### src/wbps_pkg.sv
// Package for the wildcard byte pattern scanner.
// Sizes, register indexes and shared types; used by every module in src.
package wbps_pkg;

   localparam int PATTERN_MAX  = 16;
   localparam int ADDRESS_BITS = 48;
   localparam int IDX_BITS     = (PATTERN_MAX > 1) ? $clog2(PATTERN_MAX) : 1;
   localparam int LEN_BITS     = $clog2(PATTERN_MAX + 1);
   localparam int SUM_BITS     = LEN_BITS + 1;
   localparam int CSR_DATA_BITS  = 64;
   localparam int CSR_INDEX_BITS = 2;
   localparam int REQ_DATA_BITS  = ((8 + ADDRESS_BITS + 7) / 8) * 8;
   localparam int RSP_DATA_BITS  = ((ADDRESS_BITS + 7) / 8) * 8;

   localparam logic [7:0] WILDCARD_BYTE = 8'h3F;

   localparam logic [CSR_INDEX_BITS-1:0] REG_PATTERN_LOW  = 2'd0;
   localparam logic [CSR_INDEX_BITS-1:0] REG_PATTERN_HIGH = 2'd1;
   localparam logic [CSR_INDEX_BITS-1:0] REG_PATTERN_LEN  = 2'd2;

   typedef logic [7:0] byte_type;
   typedef byte_type [PATTERN_MAX-1:0] pattern_type;

   typedef struct packed {
      logic load;
      logic clear;
   } cell_ctl_type;

endpackage

### src/wbps_cell.sv
// One window cell of the wildcard byte pattern scanner.
// Holds one window byte, shifts it toward the older neighbor, compares the
// byte it is about to take with its pattern byte. Depends on wbps_pkg.
module wbps_cell (
   input  logic                           clock,
   input  logic                           reset,
   input  wbps_pkg::cell_ctl_type         ctl,
   input  logic [wbps_pkg::IDX_BITS-1:0]  cell_index,
   input  logic [wbps_pkg::LEN_BITS-1:0]  len,
   input  wbps_pkg::pattern_type          pattern,
   input  wbps_pkg::byte_type             byte_in,
   output wbps_pkg::byte_type             byte_out,
   output logic                           match_ok
);

   wbps_pkg::byte_type                   byte_ff;
   wbps_pkg::byte_type                   byte_in_next;
   logic [wbps_pkg::SUM_BITS-1:0]        k_sum;
   logic [wbps_pkg::SUM_BITS-1:0]        k_diff;
   logic                                 active;
   wbps_pkg::byte_type                   pat;

   always_comb begin
      k_sum  = wbps_pkg::SUM_BITS'(cell_index) + wbps_pkg::SUM_BITS'(len);
      k_diff = k_sum - wbps_pkg::SUM_BITS'(wbps_pkg::PATTERN_MAX);
      active = k_sum >= wbps_pkg::SUM_BITS'(wbps_pkg::PATTERN_MAX);
      pat    = pattern[k_diff[wbps_pkg::IDX_BITS-1:0]];
      match_ok = !active || (pat == wbps_pkg::WILDCARD_BYTE) || (pat == byte_in);
      byte_in_next = byte_ff;
      if (ctl.load) begin
         byte_in_next = ctl.clear ? 8'h00 : byte_in;
      end
   end

   always_ff @(posedge clock) begin
      if (reset) begin
         byte_ff <= 8'h00;
      end else begin
         byte_ff <= byte_in_next;
      end
   end

   assign byte_out = byte_ff;

endmodule

### src/wildcard_byte_pattern_scanner.sv
// Top level of the wildcard byte pattern scanner: CSRs, window fill count,
// row of wbps_cell instances and the result register. Depends on wbps_pkg.
//
//   channel  dir  transfer on             payload
//   req      in   req_tvalid&req_tready   tdata: data_byte, byte_address; tlast: region_end
//   rsp      out  rsp_tvalid&rsp_tready   tdata: match_address
//   csr      in   csr_valid&csr_ready     csr_index, csr_data
//
// One byte per cycle while req_tready is high; the whole window compare and
// address subtract settle in the cycle a byte is taken, the result lands
// in the rsp register. req_tready drops only while a result waits and
// rsp_tready is low. Synchronous reset clears the window, fill count, result
// valid flag and registers (pattern zero, length 1). csr_ready is always high.
module wildcard_byte_pattern_scanner (
   input  logic                                 clock,
   input  logic                                 reset,
   input  logic                                 req_tvalid,
   output logic                                 req_tready,
   // [7:0] data_byte, [55:8] byte_address
   input  logic [wbps_pkg::REQ_DATA_BITS-1:0]   req_tdata,
   input  logic                                 req_tlast,
   output logic                                 rsp_tvalid,
   input  logic                                 rsp_tready,
   // [47:0] match_address
   output logic [wbps_pkg::RSP_DATA_BITS-1:0]   rsp_tdata,
   input  logic                                 csr_valid,
   output logic                                 csr_ready,
   input  logic [wbps_pkg::CSR_INDEX_BITS-1:0]  csr_index,
   input  logic [wbps_pkg::CSR_DATA_BITS-1:0]   csr_data
);

   localparam int PM = wbps_pkg::PATTERN_MAX;
   localparam int AB = wbps_pkg::ADDRESS_BITS;
   localparam int LB = wbps_pkg::LEN_BITS;

   logic [63:0]          pattern_low_ff, pattern_low_in;
   logic [63:0]          pattern_high_ff, pattern_high_in;
   logic [4:0]           pattern_len_ff, pattern_len_in;
   logic [LB-1:0]        fill_ff, fill_in;
   logic                 rsp_valid_ff, rsp_valid_in;
   logic [AB-1:0]        rsp_addr_ff, rsp_addr_in;

   wbps_pkg::pattern_type   pattern;
   wbps_pkg::cell_ctl_type  ctl;
   wbps_pkg::byte_type      cell_byte [PM];
   wbps_pkg::byte_type      cell_feed [PM];
   logic [PM-1:0]           cell_match;
   logic [LB-1:0]           len_used;
   logic [LB-1:0]           fill_next;
   logic                    req_fire;
   logic                    csr_fire;
   logic                    hit;
   wbps_pkg::byte_type      in_byte;
   logic [AB-1:0]           in_addr;

   assign in_byte    = req_tdata[7:0];
   assign in_addr    = req_tdata[8 +: AB];
   assign req_tready = !rsp_valid_ff || rsp_tready;
   assign req_fire   = req_tvalid && req_tready;
   assign csr_ready  = 1'b1;
   assign csr_fire   = csr_valid && csr_ready;

   always_comb begin
      for (int j = 0; j < PM; j++) begin
         if (j < 8) begin
            pattern[j] = pattern_low_ff[8*(j & 7) +: 8];
         end else begin
            pattern[j] = pattern_high_ff[8*(j & 7) +: 8];
         end
      end
   end

   always_comb begin
      if (pattern_len_ff == 5'd0) begin
         len_used = LB'(1);
      end else if (6'(pattern_len_ff) > 6'(PM)) begin
         len_used = LB'(PM);
      end else begin
         len_used = LB'(pattern_len_ff);
      end
   end

   assign fill_next = (fill_ff == LB'(PM)) ? fill_ff : fill_ff + LB'(1);
   assign hit       = (fill_next >= len_used) && (&cell_match);
   assign ctl.load  = req_fire;
   assign ctl.clear = hit || req_tlast;

   for (genvar i = 0; i < PM; i++) begin : g_cell
      if (i == PM - 1) begin : g_head
         assign cell_feed[i] = in_byte;
      end else begin : g_body
         assign cell_feed[i] = cell_byte[i+1];
      end
      wbps_cell u_cell (
         .clock      (clock),
         .reset      (reset),
         .ctl        (ctl),
         .cell_index (wbps_pkg::IDX_BITS'(i)),
         .len        (len_used),
         .pattern    (pattern),
         .byte_in    (cell_feed[i]),
         .byte_out   (cell_byte[i]),
         .match_ok   (cell_match[i])
      );
   end

   always_comb begin
      pattern_low_in  = pattern_low_ff;
      pattern_high_in = pattern_high_ff;
      pattern_len_in  = pattern_len_ff;
      if (csr_fire) begin
         unique case (csr_index)
            wbps_pkg::REG_PATTERN_LOW:  pattern_low_in  = csr_data;
            wbps_pkg::REG_PATTERN_HIGH: pattern_high_in = csr_data;
            wbps_pkg::REG_PATTERN_LEN:  pattern_len_in  = csr_data[4:0];
            default: ;
         endcase
      end
   end

   always_comb begin
      fill_in      = fill_ff;
      rsp_valid_in = rsp_valid_ff;
      rsp_addr_in  = rsp_addr_ff;
      if (rsp_valid_ff && rsp_tready) begin
         rsp_valid_in = 1'b0;
      end
      if (req_fire) begin
         fill_in = ctl.clear ? LB'(0) : fill_next;
         if (hit) begin
            rsp_valid_in = 1'b1;
            rsp_addr_in  = in_addr - AB'(len_used - LB'(1));
         end
      end
   end

   always_ff @(posedge clock) begin
      if (reset) begin
         pattern_low_ff  <= '0;
         pattern_high_ff <= '0;
         pattern_len_ff  <= 5'd1;
         fill_ff         <= '0;
         rsp_valid_ff    <= 1'b0;
      end else begin
         pattern_low_ff  <= pattern_low_in;
         pattern_high_ff <= pattern_high_in;
         pattern_len_ff  <= pattern_len_in;
         fill_ff         <= fill_in;
         rsp_valid_ff    <= rsp_valid_in;
      end
   end

   always_ff @(posedge clock) begin
      rsp_addr_ff <= rsp_addr_in;
   end

   assign rsp_tvalid = rsp_valid_ff;
   assign rsp_tdata  = wbps_pkg::RSP_DATA_BITS'(rsp_addr_ff);

endmodule

### config.mk
export PLATFORM = sky130hd
export DESIGN_NAME = wildcard_byte_pattern_scanner
export DESIGN_NICKNAME = d
export VERILOG_FILES = /design/src/wbps_pkg.sv /design/src/wbps_cell.sv /design/src/wildcard_byte_pattern_scanner.sv
export SDC_FILE = /design/constraint.sdc
export NUM_CORES = 1
export LEC_CHECK = 0
export ABC_AREA = 1
export ABC_CLOCK_PERIOD_IN_PS = 8500
export BUFFER_PORTS_ARGS = -buffer_cell sky130_fd_sc_hd__buf_2
export CAP_MARGIN = 20
export CORE_ASPECT_RATIO = 1.4
export CORE_MARGIN = 2
export CORE_UTILIZATION = 39
export CTS_BUF_LIST = sky130_fd_sc_hd__clkbuf_4 sky130_fd_sc_hd__clkbuf_8
export DETAILED_ROUTE_END_ITERATION = 12
export GPL_TIMING_DRIVEN = 0
export HOLD_SLACK_MARGIN = 0.03
export SLEW_MARGIN = 20
export SYNTH_ARGS = -nofsm -noshare
export SYNTH_HDL_FRONTEND = slang
export SYNTH_SLANG_ARGS = --single-unit
### constraint.sdc
create_clock -name clock -period 8.5 [get_ports clock]
set_input_delay 0.85 -clock clock [delete_from_list [all_inputs] [get_ports clock]]
set_output_delay 0.85 -clock clock [all_outputs]
set_load 0.05 [all_outputs]
== After elaboration in Yosys (flattened, before gate mapping) ==
Index checks and enable logic that the tools add are counted.

* Reduce and logical (&&, ||, !) cells: 61
* Multiplexer cells: 54
* Equal/unequal tests: 35
* Add/subtract/negate cells: 34
* Magnitude comparators: 34

{| class="wikitable"
|+ Operators by type and width
! operator !! number
|-
| 8-bit binary-select mux with 4-bit select || 16
|-
| 8-bit two-way mux || 31
|-
| 8-bit by 6-bit equality test with 1-bit output, second input constant || 16
|-
| 8-bit equality test || 16
|-
| 6-bit by 5-bit greater-or-equal comparator with 1-bit output, second input constant || 15
|-
| 4-bit by 5-bit less-than comparator with 1-bit output, second input constant || 16
|-
| 4-bit by 1-bit subtractor with 4-bit output, second input constant || 16
|-
| 4-bit by 5-bit adder with 6-bit output, first input constant || 8
|-
| 48-bit subtractor || 1
|-
| 1-bit logical OR || 34
|-
| 3-bit by 5-bit adder with 6-bit output, first input constant || 4
|-
| 5-bit two-way mux || 4
|-
| 1-bit logical NOT || 17
|-
| 16-bit AND reduction || 1
|-
| 2-bit by 5-bit adder with 6-bit output, first input constant || 2
|-
| 2-bit AND reduction || 4
|-
| 1-bit by 5-bit adder with 6-bit output, first input constant || 1
|-
| 5-bit by 1-bit subtractor with 6-bit output, second input constant || 1
|-
| 5-bit by 1-bit adder with 5-bit output, second input constant || 1
|-
| 5-bit equality test, second input constant || 1
|-
| 5-bit greater-or-equal comparator || 1
|-
| 5-bit greater-or-equal comparator, second input constant || 1
|-
| 5-bit > comparator, second input constant || 1
|-
| 5-bit logical NOT || 1
|-
| other kinds (5) || 9
|}

* Output and inout bits: 51
* Bits in registers: 307
* Word-level logic and storage cells: 239

== Logic depth before layout (Yosys ltp) ==
Gate-level depths: netlist (run 1).

* Depth in word-level cells: 14
* Depth in mapped cells: 31
* Depth with buffers taken out: 24

== Hierarchy ==
Synthesis (run 1) repeated with hierarchy kept, for this count alone.

* Cell total of the unflattened synthesis: 8297
* Area, all modules: 42547.1 µm²

{| class="wikitable"
|+ By module, submodules not included
! module !! area an instance (µm²) !! cells an instance !! instances !! seq. area each (µm²)
|-
| wbps_cell (g_cell[15].u_cell ...) || 2014.4 || 429 || 10 || 160.2
|-
| wbps_cell (g_cell[0].u_cell ...) || 1953.1 || 405 || 6 || 160.2
|-
| wildcard_byte_pattern_scanner || 10684.0 || 1577 || 1 || 4224.1
|}

== Worst setup path after synthesis (run 1) ==
OpenSTA, ideal clock, no wires.

* Path kind: register to register
* Start point: reg pattern_len_ff[4]
* End point: reg rsp_addr_ff[0], in the netlist rsp_tdata[0], enable pin
* Slack: 1670 ps
* Buffers on the path: 6
* Arrival: 6318 ps
* Setup time: 513 ps
* Period minus slack after synthesis: 6830 ps
* Stages on the path, launching flop included: 24
* Path through: dfxtp_1 -> buf_4 -> inv_2 -> buf_6 -> nand2_4 -> buf_2 -> buf_1 -> ha_1 -> clkbuf_1 -> inv_1 -> buf_1 -> nand3_1 -> nand3_1 -> nand3_1 -> nand2_1 -> nand2_1 -> nand2_1 -> nand2_1 -> nor2_1 -> nand2_1 -> nand2_1 -> nand4_1 -> nand3b_1 -> nor3_1

* Longest elaborated chain between the ends: 13

{| class="wikitable"
|+ Ends and longest elaborated chain
! item !! line !! text
|-
| from (decl) || wildcard_byte_pattern_scanner.sv:38 || <nowiki>logic [4:0] pattern_len_ff, pattern_len_in;</nowiki>
|-
| from (signal assigned) || wildcard_byte_pattern_scanner.sv:147 || <nowiki>pattern_len_ff <= pattern_len_in;</nowiki>
|-
| 5-bit > comparator || wildcard_byte_pattern_scanner.sv:76 || <nowiki>end else if (6'(pattern_len_ff) > 6'(PM)) begin</nowiki>
|-
| 5-bit two-way mux || wildcard_byte_pattern_scanner.sv:76 ||
|-
| 5-bit two-way mux (*) || wildcard_byte_pattern_scanner.sv:74 || <nowiki>if (pattern_len_ff == 5'd0) begin</nowiki>
|-
| 1-bit by 5-bit adder with 6-bit output, or another cell as far along || wbps_cell.sv:24 || <nowiki>k_sum = wbps_pkg::SUM_BITS'(cell_index) + wbps_pkg::SUM_BITS'(len);</nowiki>
|-
| 4-bit by 1-bit subtractor with 4-bit output || wbps_cell.sv:25 || <nowiki>k_diff = k_sum - wbps_pkg::SUM_BITS'(wbps_pkg::PATTERN_MAX);</nowiki>
|-
| 8-bit binary-select mux with 4-bit select || wbps_cell.sv:27 || <nowiki>pat = pattern[k_diff[wbps_pkg::IDX_BITS-1:0]];</nowiki>
|-
| 8-bit two-way mux (not written as such) || wbps_cell.sv:27 ||
|-
| 8-bit by 6-bit equality test with 1-bit output || wbps_cell.sv:28 || <nowiki>match_ok = !active || (pat == wbps_pkg::WILDCARD_BYTE) || (pat == byte_in);</nowiki>
|-
| 1-bit logical OR (2 in series) || wbps_cell.sv:28 ||
|-
| 16-bit AND reduction || wildcard_byte_pattern_scanner.sv:84 || <nowiki>assign hit = (fill_next >= len_used) && (&cell_match);</nowiki>
|-
| 1-bit logical AND (*) || wildcard_byte_pattern_scanner.sv:84 ||
|-
| 2-bit AND reduction (no source line) (*) || n/a ||
|-
| to (signal assigned) || wildcard_byte_pattern_scanner.sv:154 || <nowiki>rsp_addr_ff <= rsp_addr_in;</nowiki>
|-
| to (decl) || wildcard_byte_pattern_scanner.sv:41 || <nowiki>logic [AB-1:0] rsp_addr_ff, rsp_addr_in;</nowiki>
|}

Every way passes the cells marked *; elsewhere a longest branch is shown, timed or not. The select of a mux whose other input is x is not followed.
A chain may end at the register's enable or synchronous reset.

== Final worst setup path (run 1) ==
* Start point: reg pattern_len_ff[4]
* End point: reg rsp_addr_ff[5], in the netlist rsp_tdata[5], enable pin

The elaborated chain is that of the path after synthesis.

==> results of run 1 <==
placed cells by master, fill, tap and decap left out, drive strengths merged, types with 48 or more instances in the layout:
master / netlist / routed
nor2: 299 / 299
nand2: 1115 / 1115
edfxtp: 48 / 48
dfxtp: 259 / 259
inv: 350 / 351
clkbuf: 123 / 197
a21oi: 321 / 321
ha: 57 / 57
xor2: 64 / 64
o21ai: 182 / 182
buf: 104 / 287
nand3: 1029 / 1029
state kept, by name (all words and copies together), names as in the netlist:
| name | count |
|---|---|
| pattern_high_ff | 64 |
| rsp_tvalid | 1 |
| fill_ff | 5 |
| pattern_low_ff | 64 |
| rsp_tdata | 48 |
| g_cell.u_cell.byte_out | 120 |
| pattern_len_ff | 5 |
synth_stat cells (all sizes together), types with 4 or more instances:
library cell,n,area share (%)
dfxtp,259,22
edfxtp,48,6.0
o21ai,182,3.8
a211oi,4,0.13
nand4,37,0.96
nand2,1115,18
nand3,1029,21
nor3,7,0.15
a21oi,321,6.7
buf,104,2.2
a31oi,8,0.21
o21a,11,0.34
inv,350,5.5
ha,57,3.0
nor2,299,4.8
clkbuf,123,1.9
o211ai,4,0.13
xnor2,13,0.47
xor2,64,2.4
power by group through the flow:
stage | registers, W | clock network [W] | logic [W]
after global routing | 0.00156 | 0.00161 | 0.00182
after detailed placement | 0.00159 | 0 | 0.00163
after global placement | 0.00159 | 0 | 0.00162
after CTS | 0.00155 | 0.00155 | 0.00163
final | 0.00156 | 0.00155 | 0.00173
after floorplan | 0.00157 | 0 | 0.000989
cells by family (layout without fill, tap and decap cells):
logic type,Yosys count,after routing
and+or+nand+nor,2494,2494
other,1,46
DFF,307,307
xor gates and xnor gates,77,77
AOI/OAI and AO/OA,543,543
adders and majority gates,58,58
buffers and inverters,579,859
final cells by class:
cell class | instances | area [um2] | area share (%)
Antenna cell | 1 | 2.502 | 0.009157
Tap cell | 817 | 1022 | 3.740
Inverter | 352 | 1321 | 4.835
Multi-Input combinational cell | 3217 | 15270 | 55.87
Clock inverter | 23 | 237.7 | 0.8699
Timing Repair Buffer | 183 | 944.7 | 3.457
Sequential cell | 307 | 6626 | 24.25
Buffer | 227 | 987.2 | 3.612
Clock buffer | 74 | 918.4 | 3.361
through the flow:
step                hold WS [ns]  instance area [um2]  total power, W
floorplan                 0.4442                24190        0.002557
global placement          0.4522                26090        0.003210
detailed placement        0.4574                26150        0.003212
CTS                       0.3642                27300        0.004733
global route              0.3929                27330        0.004996
finish                    0.3748                27330        0.004839
metal layers:
metal	part of all wire, %	vias to the layer above	routed length (um)
li1	-	14030	-
met1	32	14110	49560
met2	45	1933	69500
met3	8.6	715	13290
met4	14	2	21940
met5	0.0084	-	13
worst max-delay path, delay by kind of cell, from the launching register on:
family        cells  cell delay (ns)
flops             1             0.30
simple gates     17             3.20
fa+ha+maj         1             0.35
buf+inv          10             3.26
worst max-delay path by stage:
| stage | cells after the start | start | endpoint | slack (ns) |
|---|---|---|---|---|
| after floorplan | 23 | pattern_len_ff[4]$_SDFFE_PP0P_ | rsp_tdata[0]$_DFFE_PP_ | 1.67 |
| after global placement | 24 | pattern_len_ff[4]$_SDFFE_PP0P_ | rsp_tdata[0]$_DFFE_PP_ | -2.36 |
| after detailed placement | 28 | pattern_len_ff[4]$_SDFFE_PP0P_ | rsp_tdata[0]$_DFFE_PP_ | 1.38 |
| after CTS | 28 | pattern_len_ff[4]$_SDFFE_PP0P_ | rsp_tdata[5]$_DFFE_PP_ | 1.32 |
| after global routing | 28 | pattern_len_ff[4]$_SDFFE_PP0P_ | rsp_tdata[5]$_DFFE_PP_ | 0.91 |
| final | 28 | pattern_len_ff[4]$_SDFFE_PP0P_ | rsp_tdata[5]$_DFFE_PP_ | 0.94 |
==> insert_results.sql, run 1 <==
INSERT INTO impl_metrics (metric_group, metric, value, unit) VALUES
('outcome', 'result_of_the_run', 'completed', ''),
('global_route', 'antenna_violations_before_repair', '3', ''),
('clock_tree', 'htreeDepth', '2', ''),
('floorplan', 'die_width', '213.8', 'um'),
('yosys', 'ys.warnings.count', '0', ''),
('detailed_routing', 'via_per_instance_ratio', '5.919', ''),
('yosys', 'synth.lib_cells_used.distinct', '44', ''),
('critical_path', 'critPathKind', 'flop to flop', ''),
('detailed_routing', 'drc_errors', '0', ''),
('hold_path', 'worst_hold_path.endpoint', 'pattern_high_ff[9]$_SDFFE_PP0P_', ''),
('critical_path', 'crit_required', '8.87', 'ns'),
('critical_path', 'crit_path_end_kind', 'flop', ''),
('clock_tree', 'clock_path_buffers', '3', ''),
('sta', 'timing_hold_violations_final', '0', ''),
('cells_and_area', 'filler_cell_count', '6866', ''),
('global_route', 'pin_count_of_the_biggest_net_entering_global_routing', '16', ''),
('yosys', 'post_synthesis_cell_count', '4059', ''),
('sta', 'fin_crit_sh', '88.93', '%'),
('place', 'dp_cells', '5102', ''),
('pwr', 'ir_drop', '160.8', 'uV'),
('floorplan', 'floorplan.die_area', '0.06362', 'mm2'),
('yosys', 'synthSimpleGateAreaFrac', '45.11', '%'),
('place', 'finalWeightedCongestion', '1.143', ''),
('detailed_routing', 'avgRoutedWirePerCell', '29.67', 'um'),
('critical_path', 'worst_path_largest_cell_delay', '0.63', 'ns'),
('pwr', 'power_leakage', '12.07', 'nW'),
('sta', 'post-route-min-period', '7.559', 'ns'),
('clock_tree', 'cts.repair.resized', '0', ''),
('critical_path', 'cell_at_the_slowest_stage_of_the_critical_path', 'buf_2', ''),
('critical_path', 'arrival_time_of_the_worst_setup_path', '7.93', 'ns'),
('global_route', 'track_usage', '48.39', '%'),
('global_route', 'globalRouteMet1Util', '48.80', '%'),
('detailed_routing', 'postRouteAntennaNets', '0', ''),
('clock_tree', 'clkSinkCount', '307', ''),
('hold_path', 'hold_class', 'primary input to flop', ''),
('yosys', 'post_synth_mux_area_share', '0', '%'),
('pwr', 'internal_power', '0.002779', 'W'),
('clock_tree', 'clock_tree.root_cell', 'clkbuf_8', ''),
('yosys', 'synth_flop_cell', 'dfxtp_1', ''),
('global_route', 'global_route_wire_length_before_repair', '215400', 'um'),
('pwr', 'power.share.switching', '42.57', '%'),
('cells_and_area', 'final_core_utilization', '44.86', '%'),
('critical_path', 'timing.critical_path.fanout_max', '13', ''),
('yosys', 'async_flop_share', '0', '%'),
('yosys', 'ys_seq_elements', '307', ''),
('cells_and_area', 'finish.cell_count_without_fillers', '5201', ''),
('yosys', 'syn-cell-area', '0.02402', 'mm2'),
('floorplan', 'num_rows', '107', ''),
('global_route', 'globalRoute.busiestLayer', 'met2', ''),
('cells_and_area', 'area_growth_syn_to_layout', '13.77', '%'),
('yosys', 'synth_enable_flop_cells', '48', ''),
('yosys', 'yosys.area_share.xor_xnor', '2.839', '%'),
('clock_tree', 'clk_pin_slew', '0.07', 'ns'),
('sta', 'max_slew.worst_pin.slew', '1.096', 'ns'),
('yosys', 'synth_top_family_by_area', 'simple AND/OR/NAND/NOR gates', ''),
('place', 'port_buffers', '176', ''),
('global_route', 'grt_use_met3', '11.35', '%'),
('yosys', 'synth.yosys.seq_area_share', '27.58', '%'),
('detailed_routing', 'drt_wl_total', '154300', 'um'),
('yosys', 'syn-mean-instance-area', '5.918', 'um2'),
('critical_path', 'worst_path_most_repeated_cell', 'nand2_1', ''),
('sta', 'setup_slack', '0.9406', 'ns'),
('sta', 'relSlewSlack', '26.56', '%'),
('pwr', 'clockPowerShare', '32.1', '%'),
('pwr', 'comb_pwr_share', '35.7', '%'),
('hold_path', 'hp-start', 'csr_data[9]', ''),
('critical_path', 'r2r_end', 'rsp_tdata[5]$_DFFE_PP_', ''),
('sta', 'final_setup_skew', '0.08170', 'ns'),
('sta', 'rsz0062_at_grt', 'false', ''),
('clock_tree', 'cts_buffers', '53', ''),
('floorplan', 'fp.dieH', '297.7', 'um');
(Power assumes the default switching activity.)
==> run 2, diff against run 1 <==
--- a/config.mk
+++ b/config.mk
@@ -18,2 +18,3 @@
 export HOLD_SLACK_MARGIN = 0.03
+export PLACE_DENSITY = 0.67
 export SLEW_MARGIN = 20
==> constraint.sdc (replaced) <==
create_clock -name clock -period 8.5 [get_ports clock]
set_input_delay 0.425 -clock clock [delete_from_list [all_inputs] [get_ports clock]]
set_output_delay 0.425 -clock clock [all_outputs]
set_load 0.05 [all_outputs]
==> run 2 against run 1 <==
Net effect:
- via count increased by 1.6%
- clock skew decreased by 0.029 ns
- first-iteration DRC count is 5.4% lower
- non-clock buffer count rose by 38
- cell count grew 0.75%
- sequential power about the same
- wire length rose by 1.4%
- register-to-register slack improved by 0.34 ns
- highest routed layer is now met4
- largest cell class unchanged
- core utilization up 0.67 points
- combinational power barely moved
==> insert_results.sql, run 2 (synthesis results as in run 1) <==
INSERT INTO impl_metrics (metric_group, metric, value, unit) VALUES
('place', 'hpwl', '128900', 'um'),
('job', 'max_cap_viol_count', '0', ''),
('detailed_routing', 'avgRoutedWirePerCell', '29.85', 'um'),
('sta', 'setup_slack', '1.279', 'ns'),
('detailed_routing', 'drt_pass1_iterations', '7', ''),
('detailed_routing', 'via_per_instance_ratio', '5.967', ''),
('hold_path', 'hold_class', 'primary input to flop', ''),
('global_route', 'first_global_vias', '29990', ''),
('detailed_routing', 'via_count', '31270', ''),
('critical_path', 'cell_at_the_slowest_stage_of_the_critical_path', 'buf_2', ''),
('critical_path', 'crit_required', '8.89', 'ns'),
('global_route', 'track_usage', '49.26', '%'),
('cells_and_area', 'filler_cell_count', '6759', ''),
('clock_tree', 'htreeDepth', '2', ''),
('cells_and_area', 'layout.cells.most_common_list', 'nand2_1 (1,107), nand3_1 (1,027), inv_1 (331)', ''),
('sta', 'max_slew.worst_pin.slew', '1.202', 'ns'),
('cells_and_area', 'layout_commonest_cell', 'nand2_1', ''),
('pwr', 'comb_pwr_share', '35.7', '%'),
('critical_path', 'rrSetupSlack', '1.28', 'ns'),
('global_route', 'pin_count_of_the_biggest_net_entering_global_routing', '14', ''),
('sta', 'post-route-min-period', '7.221', 'ns'),
('sta', 'final-max-slew-violation-count', '0', ''),
('clock_tree', 'clk_pin_slew', '0.06', 'ns'),
('cells_and_area', 'multiInputGateArea', '0.01526', 'mm2'),
('detailed_routing', 'drc_errors', '0', ''),
('floorplan', 'io_pins', '179', ''),
('pwr', 'final_total_power', '0.004911', 'W'),
('clock_tree', 'cts_tree', 'yes', ''),
('sta', 'tns', '0', 'ns'),
('floorplan', 'num_rows', '107', ''),
('cells_and_area', 'layout.nets', '4565', ''),
('floorplan', 'initial_utilization', '39.44', '%'),
('detailed_routing', 'wl_met1', '50680', 'um'),
('detailed_routing', 'postRouteAntennaNets', '0', ''),
('outcome', 'result_of_the_run', 'completed', ''),
('floorplan', 'floorplan.die_area', '0.06362', 'mm2'),
('critical_path', 'worstPathBufferInverterCount', '12', ''),
('cells_and_area', 'largest_reg_flops', '120', ''),
('place', 'placement.setup.worst_slack', '1.588', 'ns'),
('pwr', 'ir_drop', '132.5', 'uV'),
('critical_path', 'timing.critical_path.fanout_max', '13', ''),
('global_route', 'global_route_wire_length_before_repair', '219100', 'um'),
('sta', 'rsz0062_at_grt', 'false', ''),
('sta', 'timing_hold_violations_final', '0', ''),
('clock_tree', 'cts_buffers', '53', ''),
('critical_path', 'startpoint_class_of_the_critical_path', 'flop', ''),
('pwr', 'power_leakage', '12.24', 'nW'),
('critical_path', 'path_delay_family', 'buffers and inverters', ''),
('place', 'finalWeightedCongestion', '1.121', ''),
('pwr', 'total_switching_power', '0.002054', 'W'),
('floorplan', 'core_area', '0.06091', 'mm2'),
('pwr', 'power.share.switching', '41.83', '%'),
('critical_path', 'arrival_time_of_the_worst_setup_path', '7.61', 'ns'),
('cells_and_area', 'area.sequential', '0.006626', 'mm2'),
('global_route', 'antenna_violations_before_repair', '3', ''),
('pwr', 'p_per_area', '177.0', 'mW/mm2'),
('clock_tree', 'clock_path_buffers', '3', ''),
('sta', 'final_setup_skew', '0.05302', 'ns'),
('cells_and_area', 'area_growth_syn_to_layout', '15.47', '%'),
('detailed_routing', 'routed.top_layer', 'met4', ''),
('critical_path', 'critPathKind', 'flop to flop', ''),
('sta', 'fmax', '138.5', 'MHz'),
('detailed_routing', 'drt_wl_total', '156400', 'um'),
('critical_path', 'worst_path_largest_cell_delay', '0.58', 'ns'),
('detailed_routing', 'wire_length_on_met2', '69620', 'um'),
('pwr', 'clockPowerShare', '32.7', '%'),
('clock_tree', 'clkSinkCount', '307', ''),
('clock_tree', 'clock_tree.root_cell', 'clkbuf_8', ''),
('sta', 'relSlewSlack', '19.30', '%'),
('cells_and_area', 'final_core_utilization', '45.54', '%'),
('detailed_routing', 'dr.first_iter.drc_count', '3750', ''),
('pwr', 'power.sequential.fraction', '31.6', '%'),
('sta', 'fin_crit_sh', '84.95', '%'),
('sta', 'setup_viol', '0', ''),
('detailed_routing', 'amount_of_wire_on_met3_after_detailed_routing', '13470', 'um'),
('clock_tree', 'cts.repair.resized', '0', ''),
('global_route', 'globalRouteOverflowTotal', '0', ''),
('floorplan', 'fp.dieH', '297.7', 'um'),
('sta', 'finalHoldWorstSlack', '0.03138', 'ns'),
('critical_path', 'crit_path_end_kind', 'flop', ''),
('pwr', 'internal_power', '0.002856', 'W'),
('place', 'port_buffers', '176', ''),
('clock_tree', 'insertion_delay', '0.73', 'ns'),
('floorplan', 'die_width', '213.8', 'um'),
('cells_and_area', 'final_layout_size_suffix_gt1_share', '8.939', '%'),
('critical_path', 'worst_path_most_repeated_cell', 'buf_4', '');
==> run 2: changes by cell type in the layout (fill, tap and decap cells not counted), sizes merged <==
cell,before,now
dlygate4sd3,0,40
clkinvlp,1,0
clkbuf,197,198
clkinv,19,16
diode,1,4
buf,287,284
bufinv,4,6
==> run 2: path summary, 6_finish.rpt <==
check                                            start                                   endpoint  cells past startpoint
max                     pattern_len_ff[4]$_SDFFE_PP0P_                    rsp_tdata[12]$_DFFE_PP_                     28
min                                       csr_data[41]           pattern_high_ff[41]$_SDFFE_PP0P_                      3
max reg2reg             pattern_len_ff[4]$_SDFFE_PP0P_                    rsp_tdata[12]$_DFFE_PP_                     28
min reg2reg  g_cell[4].u_cell.byte_out[0]$_SDFFE_PP0P_  g_cell[4].u_cell.byte_out[0]$_SDFFE_PP0P_                      2
==> run 2: power by group through the flow <==
stage / registers, W / clock network [W] / logic, W
final: 0.00155 / 0.00160 / 0.00175
after global routing: 0.00155 / 0.00165 / 0.00186
after CTS: 0.00155 / 0.00159 / 0.00165
after detailed placement: 0.00158 / 0 / 0.00163
after global placement: 0.00158 / 0 / 0.00163
after floorplan: 0.00157 / 0 / 0.000989
==> run 2: metrics by stage <==
step	instance area, um2	cells
6_report	27740	5240
2_1_floorplan	24190	4103
3_5_place_dp	26130	5101
5_1_grt	27730	5237
4_1_cts	27730	5236
3_3_place_gp	26090	5096
==> run 2: layout make-up <==
type	instances	share of cell area, %
multi-input combinational	3217	55.00
timing repair buffer	221	4.754
antenna	4	0.03609
clock buffer	74	3.379
inverter	352	4.763
sequential	307	23.89
tap	817	3.685
buffer	227	3.568
clock inverter	21	0.9202
==> run 2: what timing repair did <==
item | 4_1_cts | 5_1_grt
endpoints found under the hold margin | 53 | 0
hold buffers | 40 | 0
buffers inserted | 0 | 0
setup endpoints to repair | 0 | 0
==> run 2: layer usage <==
metal | up-vias | GRT usage [%]
met5 | - | 0.07837
met1 | 14440 | 50.12
met3 | 782 | 11.83
met2 | 1927 | 77.46
li1 | 14120 | -
met4 | 0 | 55.87
==> run 2: worst min-delay path, stage by stage <==
cell	delay, ns
buf_2	0.09
o21ai_0	0.07
a21oi_1	0.11
